===== src/fep_pkg.sv =====
package fep_pkg;

	// Flash geometry and session limits
	localparam int SECTOR_BYTES     = 4096;
	localparam int SECTORS_IN_BLOCK = 16;
	localparam int MAX_BLOCK_BYTES  = 16384;
	localparam int MAX_ERASES       = 5;

	localparam int SECTOR_SHIFT = $clog2(SECTOR_BYTES);
	localparam int BLOCK_SHIFT  = $clog2(SECTORS_IN_BLOCK);

	// Field widths
	localparam int ADDR_W   = 32;
	localparam int COUNT_W  = 20;
	localparam int BYTES_W  = 16;
	localparam int LEN_W    = 15;
	localparam int CURSOR_W = 20;
	localparam int LEFT_W   = 24;

	// Derived widths
	localparam int PROD_W   = COUNT_W + BYTES_W;
	localparam int CEIL_W   = PROD_W + 1;
	localparam int LIMIT_W  = BYTES_W + 1;
	localparam int SUM_W    = ADDR_W + 1;
	localparam int END_W    = SUM_W - SECTOR_SHIFT;
	localparam int CMP_W    = (END_W > CURSOR_W) ? END_W : CURSOR_W;
	localparam int NERASE_W = $clog2(MAX_ERASES + 1);

	localparam logic [LEFT_W-1:0] LEFT_MAX = '1;

	// Front-to-back queue
	localparam int QUEUE_DEPTH = 2;
	localparam int QPTR_W      = (QUEUE_DEPTH > 1) ? $clog2(QUEUE_DEPTH) : 1;
	localparam int QCNT_W      = $clog2(QUEUE_DEPTH + 1);

	typedef enum logic [1:0] {
		REQ_BEGIN  = 2'd0,
		REQ_DATA   = 2'd1,
		REQ_END    = 2'd2,
		REQ_REPORT = 2'd3
	} req_type_t;

	typedef enum logic [2:0] {
		CMD_STATUS       = 3'd0,
		CMD_UNLOCK       = 3'd1,
		CMD_ERASE_BLOCK  = 3'd2,
		CMD_ERASE_SECTOR = 3'd3,
		CMD_WRITE        = 3'd4
	} cmd_kind_t;

	typedef enum logic [1:0] {
		ST_OK       = 2'd0,
		ST_BAD_SIZE = 2'd1,
		ST_OP_FAIL  = 2'd2,
		ST_NO_MODE  = 2'd3
	} status_t;

	// Classified operation handed from front to back
	typedef enum logic [2:0] {
		OP_BAD_SIZE,
		OP_BEGIN,
		OP_DATA,
		OP_END,
		OP_REPORT
	} op_kind_t;

	typedef enum logic {
		BK_IDLE,
		BK_ERASE
	} back_state_t;

	typedef struct packed {
		req_type_t           req_type;
		logic [ADDR_W-1:0]   start_address;
		logic [COUNT_W-1:0]  block_count;
		logic [BYTES_W-1:0]  block_bytes;
		logic [LEN_W-1:0]    data_length;
		logic                op_failed;
	} req_t;

	typedef struct packed {
		cmd_kind_t           cmd_kind;
		logic [ADDR_W-1:0]   cmd_target;
		logic [LEN_W-1:0]    cmd_length;
		status_t             status;
		logic                session_active;
		logic                last;
	} rsp_t;

	typedef struct packed {
		op_kind_t            kind;
		logic [ADDR_W-1:0]   start_address;
		logic [LEFT_W-1:0]   sectors_left;
		logic [LEN_W-1:0]    data_length;
		logic                op_failed;
	} op_t;

endpackage


===== src/fep_front.sv =====
module fep_front (
	input  logic            clk,
	input  logic            arst_n,
	input  logic            req_valid,
	output logic            req_stall,
	input  fep_pkg::req_t   req,
	output logic            push,
	output fep_pkg::op_t    push_op,
	input  logic            queue_full
);

	logic                        valid_s1;
	fep_pkg::op_kind_t           kind_s1;
	logic [fep_pkg::ADDR_W-1:0]  start_s1;
	logic [fep_pkg::LEN_W-1:0]   len_s1;
	logic                        failed_s1;
	logic [fep_pkg::PROD_W-1:0]  prod_s1;

	fep_pkg::op_kind_t           kind_in;
	logic                        accept;
	logic [fep_pkg::CEIL_W-1:0]  ceil_sum;
	logic [fep_pkg::CEIL_W-1:0]  secs;
	logic [fep_pkg::LEFT_W-1:0]  left;

	// Hold the stage while the queue is full
	assign push      = valid_s1 && !queue_full;
	assign req_stall = valid_s1 && queue_full;
	assign accept    = req_valid && !req_stall;

	// Classify the incoming word
	always_comb begin
		unique case (req.req_type)
			fep_pkg::REQ_BEGIN: begin
				if ({1'b0, req.block_bytes} >
				    fep_pkg::LIMIT_W'(fep_pkg::MAX_BLOCK_BYTES))
					kind_in = fep_pkg::OP_BAD_SIZE;
				else
					kind_in = fep_pkg::OP_BEGIN;
			end
			fep_pkg::REQ_DATA: kind_in = fep_pkg::OP_DATA;
			fep_pkg::REQ_END:  kind_in = fep_pkg::OP_END;
			default:           kind_in = fep_pkg::OP_REPORT;
		endcase
	end

	// Register the word and the announced byte total
	always_ff @(posedge clk or negedge arst_n) begin
		if (!arst_n) begin
			valid_s1 <= 1'b0;
		end else if (accept) begin
			valid_s1 <= 1'b1;
		end else if (push) begin
			valid_s1 <= 1'b0;
		end
	end

	always_ff @(posedge clk) begin
		if (accept) begin
			kind_s1   <= kind_in;
			start_s1  <= req.start_address;
			len_s1    <= req.data_length;
			failed_s1 <= req.op_failed;
			prod_s1   <= fep_pkg::PROD_W'(req.block_count) * fep_pkg::PROD_W'(req.block_bytes);
		end
	end

	// Round the total up to whole sectors and saturate
	always_comb begin
		ceil_sum = fep_pkg::CEIL_W'(prod_s1) + fep_pkg::CEIL_W'(fep_pkg::SECTOR_BYTES - 1);
		secs     = ceil_sum >> fep_pkg::SECTOR_SHIFT;
		if (secs > fep_pkg::CEIL_W'(fep_pkg::LEFT_MAX))
			left = fep_pkg::LEFT_MAX;
		else
			left = secs[fep_pkg::LEFT_W-1:0];
	end

	always_comb begin
		push_op.kind          = kind_s1;
		push_op.start_address = start_s1;
		push_op.sectors_left  = left;
		push_op.data_length   = len_s1;
		push_op.op_failed     = failed_s1;
	end

endmodule


===== src/fep_queue.sv =====
module fep_queue (
	input  logic            clk,
	input  logic            arst_n,
	input  logic            push,
	input  fep_pkg::op_t    push_op,
	output logic            full,
	input  logic            pop,
	output logic            head_valid,
	output fep_pkg::op_t    head
);

	fep_pkg::op_t                entry_q [fep_pkg::QUEUE_DEPTH];
	logic [fep_pkg::QPTR_W-1:0]  wr_ptr_q;
	logic [fep_pkg::QPTR_W-1:0]  rd_ptr_q;
	logic [fep_pkg::QCNT_W-1:0]  count_q;
	logic                        do_push;
	logic                        do_pop;

	assign full       = count_q == fep_pkg::QCNT_W'(fep_pkg::QUEUE_DEPTH);
	assign head_valid = count_q != '0;
	assign head       = entry_q[rd_ptr_q];
	assign do_push    = push && !full;
	assign do_pop     = pop && head_valid;

	// Store the pushed word
	always_ff @(posedge clk) begin
		if (do_push)
			entry_q[wr_ptr_q] <= push_op;
	end

	// Advance pointers and occupancy
	always_ff @(posedge clk or negedge arst_n) begin
		if (!arst_n) begin
			wr_ptr_q <= '0;
			rd_ptr_q <= '0;
			count_q  <= '0;
		end else begin
			if (do_push) begin
				if (wr_ptr_q == fep_pkg::QPTR_W'(fep_pkg::QUEUE_DEPTH - 1))
					wr_ptr_q <= '0;
				else
					wr_ptr_q <= wr_ptr_q + 1'b1;
			end
			if (do_pop) begin
				if (rd_ptr_q == fep_pkg::QPTR_W'(fep_pkg::QUEUE_DEPTH - 1))
					rd_ptr_q <= '0;
				else
					rd_ptr_q <= rd_ptr_q + 1'b1;
			end
			if (do_push && !do_pop)
				count_q <= count_q + 1'b1;
			else if (do_pop && !do_push)
				count_q <= count_q - 1'b1;
		end
	end

endmodule


===== src/fep_back.sv =====
module fep_back (
	input  logic            clk,
	input  logic            arst_n,
	input  logic            head_valid,
	input  fep_pkg::op_t    head,
	output logic            pop,
	output logic            rsp_valid,
	input  logic            rsp_stall,
	output fep_pkg::rsp_t   rsp
);

	fep_pkg::back_state_t          state_q;
	fep_pkg::back_state_t          state_d;

	logic                          mode_q;
	logic [fep_pkg::ADDR_W-1:0]    waddr_q;
	logic [fep_pkg::CURSOR_W-1:0]  cursor_q;
	logic [fep_pkg::LEFT_W-1:0]    left_q;
	logic                          sticky_q;
	logic [fep_pkg::END_W-1:0]     end_q;
	logic [fep_pkg::NERASE_W-1:0]  nerase_q;

	logic                          out_valid_q;
	fep_pkg::rsp_t                 out_q;

	logic                          out_free;
	logic                          emit;
	fep_pkg::rsp_t                 res;
	logic                          start_data;
	logic                          erase_blk;
	logic                          erase_sec;
	logic                          do_write;
	logic                          do_begin;
	logic                          do_end;
	logic                          do_report;
	logic                          more_erase;
	logic                          blk_ok;
	logic [fep_pkg::SUM_W-1:0]     end_sum;

	assign out_free  = !out_valid_q || !rsp_stall;
	assign rsp_valid = out_valid_q;
	assign rsp       = out_q;

	// Erase decisions for the current cursor
	assign more_erase = (nerase_q < fep_pkg::NERASE_W'(fep_pkg::MAX_ERASES)) &&
	                    (fep_pkg::CMP_W'(cursor_q) < fep_pkg::CMP_W'(end_q));
	assign blk_ok     = (cursor_q[fep_pkg::BLOCK_SHIFT-1:0] == '0) &&
	                    (left_q > fep_pkg::LEFT_W'(fep_pkg::SECTORS_IN_BLOCK));
	assign end_sum    = fep_pkg::SUM_W'(waddr_q) + fep_pkg::SUM_W'(head.data_length) +
	                    fep_pkg::SUM_W'(fep_pkg::SECTOR_BYTES - 1);

	// Next state
	always_comb begin
		state_d = state_q;
		unique case (state_q)
			fep_pkg::BK_IDLE:  if (start_data) state_d = fep_pkg::BK_ERASE;
			fep_pkg::BK_ERASE: if (do_write) state_d = fep_pkg::BK_IDLE;
			default:           state_d = fep_pkg::BK_IDLE;
		endcase
	end

	// Result and state-update decisions
	always_comb begin
		emit                = 1'b0;
		pop                 = 1'b0;
		start_data          = 1'b0;
		erase_blk           = 1'b0;
		erase_sec           = 1'b0;
		do_write            = 1'b0;
		do_begin            = 1'b0;
		do_end              = 1'b0;
		do_report           = 1'b0;
		res.cmd_kind        = fep_pkg::CMD_STATUS;
		res.cmd_target      = '0;
		res.cmd_length      = '0;
		res.status          = fep_pkg::ST_OK;
		res.session_active  = mode_q;
		res.last            = 1'b1;
		unique case (state_q)
			fep_pkg::BK_IDLE: begin
				if (head_valid && out_free) begin
					unique case (head.kind)
						fep_pkg::OP_BAD_SIZE: begin
							emit       = 1'b1;
							pop        = 1'b1;
							res.status = fep_pkg::ST_BAD_SIZE;
						end
						fep_pkg::OP_BEGIN: begin
							emit               = 1'b1;
							pop                = 1'b1;
							do_begin           = 1'b1;
							res.cmd_kind       = fep_pkg::CMD_UNLOCK;
							res.session_active = 1'b1;
						end
						fep_pkg::OP_DATA: begin
							if (mode_q) begin
								start_data = 1'b1;
							end else begin
								emit       = 1'b1;
								pop        = 1'b1;
								res.status = fep_pkg::ST_NO_MODE;
							end
						end
						fep_pkg::OP_END: begin
							emit               = 1'b1;
							pop                = 1'b1;
							do_end             = 1'b1;
							res.session_active = 1'b0;
							if (!mode_q)
								res.status = fep_pkg::ST_NO_MODE;
							else if (sticky_q)
								res.status = fep_pkg::ST_OP_FAIL;
						end
						default: begin
							emit      = 1'b1;
							pop       = 1'b1;
							do_report = 1'b1;
							if (sticky_q || head.op_failed)
								res.status = fep_pkg::ST_OP_FAIL;
						end
					endcase
				end
			end
			fep_pkg::BK_ERASE: begin
				if (out_free) begin
					emit = 1'b1;
					if (more_erase) begin
						res.last = 1'b0;
						if (blk_ok) begin
							erase_blk      = 1'b1;
							res.cmd_kind   = fep_pkg::CMD_ERASE_BLOCK;
							res.cmd_target = fep_pkg::ADDR_W'(cursor_q >> fep_pkg::BLOCK_SHIFT);
						end else begin
							erase_sec      = 1'b1;
							res.cmd_kind   = fep_pkg::CMD_ERASE_SECTOR;
							res.cmd_target = fep_pkg::ADDR_W'(cursor_q);
						end
					end else begin
						do_write       = 1'b1;
						pop            = 1'b1;
						res.cmd_kind   = fep_pkg::CMD_WRITE;
						res.cmd_target = waddr_q;
						res.cmd_length = head.data_length;
					end
				end
			end
			default: ;
		endcase
	end

	// Session state, sequencer and output word valid
	always_ff @(posedge clk or negedge arst_n) begin
		if (!arst_n) begin
			state_q     <= fep_pkg::BK_IDLE;
			mode_q      <= 1'b0;
			waddr_q     <= '0;
			cursor_q    <= '0;
			left_q      <= '0;
			sticky_q    <= 1'b0;
			nerase_q    <= '0;
			out_valid_q <= 1'b0;
		end else begin
			state_q <= state_d;
			if (emit)
				out_valid_q <= 1'b1;
			else if (!rsp_stall)
				out_valid_q <= 1'b0;
			if (do_begin) begin
				mode_q   <= 1'b1;
				waddr_q  <= head.start_address;
				cursor_q <= fep_pkg::CURSOR_W'(head.start_address >> fep_pkg::SECTOR_SHIFT);
				left_q   <= head.sectors_left;
				sticky_q <= 1'b0;
			end
			if (do_end)
				mode_q <= 1'b0;
			if (do_report && head.op_failed)
				sticky_q <= 1'b1;
			if (start_data)
				nerase_q <= '0;
			if (erase_blk) begin
				cursor_q <= cursor_q + fep_pkg::CURSOR_W'(fep_pkg::SECTORS_IN_BLOCK);
				left_q   <= left_q - fep_pkg::LEFT_W'(fep_pkg::SECTORS_IN_BLOCK);
				nerase_q <= nerase_q + 1'b1;
			end
			if (erase_sec) begin
				cursor_q <= cursor_q + 1'b1;
				if (left_q != '0)
					left_q <= left_q - 1'b1;
				nerase_q <= nerase_q + 1'b1;
			end
			if (do_write)
				waddr_q <= waddr_q + fep_pkg::ADDR_W'(head.data_length);
		end
	end

	// Capture the result word and the end-sector bound of the write
	always_ff @(posedge clk) begin
		if (emit)
			out_q <= res;
		if (start_data)
			end_q <= fep_pkg::END_W'(end_sum >> fep_pkg::SECTOR_SHIFT);
	end

endmodule


===== src/flash_erase_ahead_planner_core.sv =====
// Channel | Direction | Handshake            | Word
// --------+-----------+----------------------+---------------------------------
// req     | in        | req_valid, req_stall | fep_pkg::req_t (one request)
// rsp     | out       | rsp_valid, rsp_stall | fep_pkg::rsp_t (one flash command)
//
// A request's word and byte total are registered in the front (the sector rounding is
// combinational behind that register) and reach the back through a two-word queue.
// Begin, end, report and bad-size requests give one result word each; a data request
// in a session first registers the end of its sector range, then issues up to five
// erases and the write, one command word each, from the back's command loop.
// arst_n clears the session state, the queue and both valid flags.
// A stalled rsp holds the back; req stalls when the queue and the front stage are full.
module flash_erase_ahead_planner_core (
	input  logic            clk,
	input  logic            arst_n,
	input  logic            req_valid,
	output logic            req_stall,
	input  fep_pkg::req_t   req,
	output logic            rsp_valid,
	input  logic            rsp_stall,
	output fep_pkg::rsp_t   rsp
);

	logic            push;
	fep_pkg::op_t    push_op;
	logic            queue_full;
	logic            pop;
	logic            head_valid;
	fep_pkg::op_t    head;

	fep_front u_front (
		.clk        (clk),
		.arst_n     (arst_n),
		.req_valid  (req_valid),
		.req_stall  (req_stall),
		.req        (req),
		.push       (push),
		.push_op    (push_op),
		.queue_full (queue_full)
	);

	fep_queue u_queue (
		.clk        (clk),
		.arst_n     (arst_n),
		.push       (push),
		.push_op    (push_op),
		.full       (queue_full),
		.pop        (pop),
		.head_valid (head_valid),
		.head       (head)
	);

	fep_back u_back (
		.clk        (clk),
		.arst_n     (arst_n),
		.head_valid (head_valid),
		.head       (head),
		.pop        (pop),
		.rsp_valid  (rsp_valid),
		.rsp_stall  (rsp_stall),
		.rsp        (rsp)
	);

endmodule


===== config.mk =====
export PLATFORM = sky130hd
export DESIGN_NAME = flash_erase_ahead_planner_core
export DESIGN_NICKNAME = d
export VERILOG_FILES = /design/src/fep_pkg.sv /design/src/fep_front.sv /design/src/fep_queue.sv /design/src/fep_back.sv /design/src/flash_erase_ahead_planner_core.sv
export SDC_FILE = /design/constraint.sdc
export NUM_CORES = 1
export LEC_CHECK = 0
export ABC_AREA = 0
export ABC_CLOCK_PERIOD_IN_PS = 7210
export BUFFER_PORTS_ARGS = -buffer_cell sky130_fd_sc_hd__buf_4
export CAP_MARGIN = 20
export CORE_ASPECT_RATIO = 2
export CORE_MARGIN = 10
export CORE_UTILIZATION = 63
export CTS_BUF_LIST = sky130_fd_sc_hd__clkbuf_8 sky130_fd_sc_hd__clkbuf_16
export CTS_CLUSTER_SIZE = 20
export DETAILED_ROUTE_END_ITERATION = 12
export PLACE_DENSITY = 0.79
export SLEW_MARGIN = 20
export SYNTH_ARGS = -nofsm -noshare
export SYNTH_HDL_FRONTEND = slang
export SYNTH_HIERARCHICAL = 1
export SYNTH_SLANG_ARGS = --single-unit
export TNS_END_PERCENT = 1

===== constraint.sdc =====
create_clock -name clk -period 7.21 [get_ports clk]
set_clock_uncertainty 0.05 [all_clocks]
set_input_delay 1.442 -clock clk [delete_from_list [all_inputs] [get_ports clk]]
set_output_delay 1.442 -clock clk [all_outputs]
set_load 0.03 [all_outputs]

==> metrics.yaml <==
logic_synthesis:
  synth_cell_type_count: 92
  synth.avg_cell_area_um2: 10.8
  synth_ff_type: "edfxtp_1"
  synth_edf_count: 312
  ys_seq_elements: 400
  yosys_warnings: 6
  synth_seq_area_share: 0.393
  syn_nets: 3243
  synth_area_um2: 29400
  syn_inst: 2721
  synth_async_sr_flop_share: 0.220
placement:
  place.gp.congestion: 0.951
  hpwl_um: 62100
  port_buffers: 145
  dpl_cell_area_um2: 32200
  post-place-ws_ps: -608
grt:
  grt_usage: 0.279
  grt_max_degree: 63
  grt_overflow: 0
  grt_pass1_wl_um: 125000
  antenna_found_initial: 0
  grt_pass1_vias: 23711
final_layout:
  nNetsFinal: 3455
  design_area_um2: 33300
  nFillCells: 3431
  insertedDiodeCount: 0
  drive_gt1_frac: 0.159
  fin_util: 0.715
  areaGrowthSynthToFinish_pct: 13.0
worst_setup_path:
  crit_chain: "buf_4 -> and2_1 -> fa_1 -> inv_1 -> fa_1 -> fa_1 -> fa_1 -> inv_1 -> fa_1 -> inv_1 -> fa_1 -> inv_1 -> ha_1 -> nand4_1 -> buf_4 -> inv_1 -> nand3_1 -> a21oi_2 -> a31oi_1 -> buf_4 -> o311ai_2 -> buf_4 -> a31oi_1 -> xnor2_1"
  worstPathArrival_ps: 7330
  r2r_end: "u_back/end_q[18]$_DFFE_PP_"
  start_kind: "input pin"
  worstSetupPathType: "input pin to flop"
  max_stage_delay_ps: 560
  crit_slowest_cell: "fa_1"
  reg2reg_slack_ps: 2790
  crit_fanout: 10
  crit_top_cell: "fa_1"
  cp.required_ps: 7490
  end_kind: "flop"
  r2r_cells: 12
  reg2reg_from: "u_queue/rd_ptr_q$_DFFE_PN0P_"
hold_path:
  min-delay-start: "u_front/start_s1[14]$_DFFE_PP_"
  hold_depth: 0
  holdCritPathClass: "flop to flop"
  min_to: "u_queue/entry_q[0][54]$_DFFE_PP_"
clock_network:
  cts.path.max_buffers: 3
  clock_latency_ps: 600
  cts_tree: "built"
  cts.clk_slew.worst_paths_ps: 70
  clock_sinks: 400
  cts_buffers: 31
  root_buffer: "clkbuf_16"
  cts_max_level: 1
sta:
  max_slew.worst_pin.slew_ps: 1100
  fin_crit_ps: 7050
  timing.fmax_ghz: 0.142
  finalHoldViolCount: 0
  finalCritPeriodShare: 0.978
  relSlewSlack: 0.262
  drv_slew: 0
  setup_viol: 0
  fin_ws_ps: 157
floorplan:
  rows: 112
  die_y_um: 326
  design.die.area_um2: 56300
  ios: 146
  core_area_um2: 46500
  die_w_um: 173
  start_util: 0.633
status:
  status: "completed"
route:
  first_iter_violations: 1422
  drc_errors: 0
  viasPerCell: 5.97
  firstDrtPassIters: 6
  routedWlPerCell_um: 22.0
  final_antenna_net_count: 0
  wl_um: 79000
  dr_total_vias: 21414
flow_run:
  maxCapViolations: 0
[area by class of cell]
cell class	instances	area, µm²	share of cell area
multi-input combinational	1812	16000	0.481
sequential	400	11600	0.348
timing repair buffer	298	2390	0.0718
inverter	390	1460	0.0440
clock buffer	34	817	0.0246
tap	627	785	0.0236
clock inverter	23	249	0.00748
[Yosys cell counts, drive strengths merged, types with 5 or more instances]
| cell type | n | area share |
|---|---|---|
| inv | 390 | 0.050 |
| edfxtp | 312 | 0.32 |
| nand2 | 302 | 0.039 |
| fa | 253 | 0.17 |
| ha | 179 | 0.076 |
| and2 | 166 | 0.035 |
| nor2 | 137 | 0.017 |
| dfrtp | 88 | 0.075 |
| a21oi | 87 | 0.015 |
| clkbuf | 85 | 0.011 |
| mux2 | 76 | 0.034 |
| o21ai | 66 | 0.011 |
| xnor2 | 53 | 0.016 |
| nor3 | 51 | 0.0096 |
| nand3 | 47 | 0.0082 |
| buf | 34 | 0.0071 |
| a211oi | 32 | 0.0082 |
| and3 | 31 | 0.0066 |
| xor2 | 29 | 0.0086 |
| a311oi | 24 | 0.0071 |
| a21o | 22 | 0.0056 |
| nand4 | 21 | 0.0047 |
| nor4 | 21 | 0.0052 |
| a31oi | 17 | 0.0038 |
| nand2b | 14 | 0.0030 |
| o21a | 14 | 0.0036 |
| nor2b | 11 | 0.0023 |
| a221o | 10 | 0.0034 |
| o21bai | 9 | 0.0023 |
| or3 | 9 | 0.0019 |
| o211ai | 8 | 0.0025 |
| o221ai | 8 | 0.0024 |
| o31ai | 7 | 0.0020 |
| a2111oi | 6 | 0.0018 |
| a221oi | 6 | 0.0018 |
| a41oi | 6 | 0.0018 |
| nor3b | 6 | 0.0015 |
| o22ai | 6 | 0.0013 |
| a22o | 5 | 0.0015 |
| a31o | 5 | 0.0015 |
| o31a | 5 | 0.0015 |
[repair_timing]
action | in CTS | in global routing
hold endpoints to repair | 0 | 0
gates resized for setup | 0 | 9
setup buffers | 0 | 2
hold buffers | 0 | 0
endpoints found under the setup margin | 0 | 5
[flip-flops by register name, summed over array words and instances (netlist names)]
name               count
u_back/sticky_q        1
u_front/kind_s1        3
u_back/state_q         1
u_back/rsp            54
u_front/len_s1        15
u_back/end_q          21
u_back/nerase_q        3
u_front/valid_s1       1
u_queue/entry_q      150
u_back/mode_q          1
u_front/failed_s1      1
u_front/prod_s1       36
u_back/waddr_q        32
u_back/cursor_q       20
u_queue/count_q        2
u_back/left_q         24
u_back/rsp_valid       1
u_front/start_s1      32
u_queue/rd_ptr_q       1
u_queue/wr_ptr_q       1
[worst max-delay path: cells and delay by family]
| kind | cells | cell delay, ps |
|---|---|---|
| AO/OA/AOI/OAI | 4 | 870 |
| XOR/XNOR | 1 | 130 |
| adder cells (fa/ha/maj) | 7 | 3420 |
| buffers and inverters | 9 | 950 |
| AND/OR/NAND/NOR | 3 | 510 |
[layer usage]
layer / share of wire / GRT usage / vias to the layer above
met5: 0 / 0 / -
met4: 0.069 / 0.181 / 0
met3: 0.039 / 0.0275 / 272
met2: 0.57 / 0.562 / 749
met1: 0.32 / 0.256 / 10753
li1: - / - / 9640
[worst max-delay path by stage]
stage,from,to,slack [ps],cells after the start
floorplan,req[30],u_front/prod_s1[32]$_DFFE_PP_,0.02,20
global placement,req[22],u_front/prod_s1[35]$_DFFE_PP_,-460,23
detailed placement,req[22],u_front/prod_s1[35]$_DFFE_PP_,-610,23
CTS,req[22],u_front/prod_s1[35]$_DFFE_PP_,5,23
global route,req[22],u_front/prod_s1[32]$_DFFE_PP_,-10,22
finish,req[22],u_front/prod_s1[35]$_DFFE_PP_,160,24
[cell usage in the layout (no fill, tap or decap), drive strengths merged, types with 31 or more instances in the layout]
cell    synthesis  layout
clkbuf         85      34
buf            34     298
xnor2          53      53
a21oi          87      87
dfrtp          88      88
nand3          47      47
fa            253     253
a211oi         32      32
nand2         302     302
and2          166     166
ha            179     179
mux2           76      76
nor2          137     137
nor3           51      51
edfxtp        312     312
inv           390     398
o21ai          66      66
and3           31      31
[kinds of logic after synthesis]
kind of cell             synth area share
buffers and inverters              0.0677
multiplexers                       0.0348
adder cells (fa/ha/maj)             0.248
flip-flops                          0.393
XOR/XNOR                           0.0244
AO/OA/AOI/OAI                      0.0905
AND/OR/NAND/NOR                     0.142
[per-stage QoR]
step	setup TNS [ps]	instances	hold slack, ps
after CTS	0	3582	396
after global routing	-13.4	3584	413
after detailed placement	-3220	3525	381
after floorplan	0	2721	371
after global placement	-2080	3525	375
final	0	3584	393
Power is not shown: default switching activity piles up to over one toggle a cycle in this logic, so the estimate is an artifact.
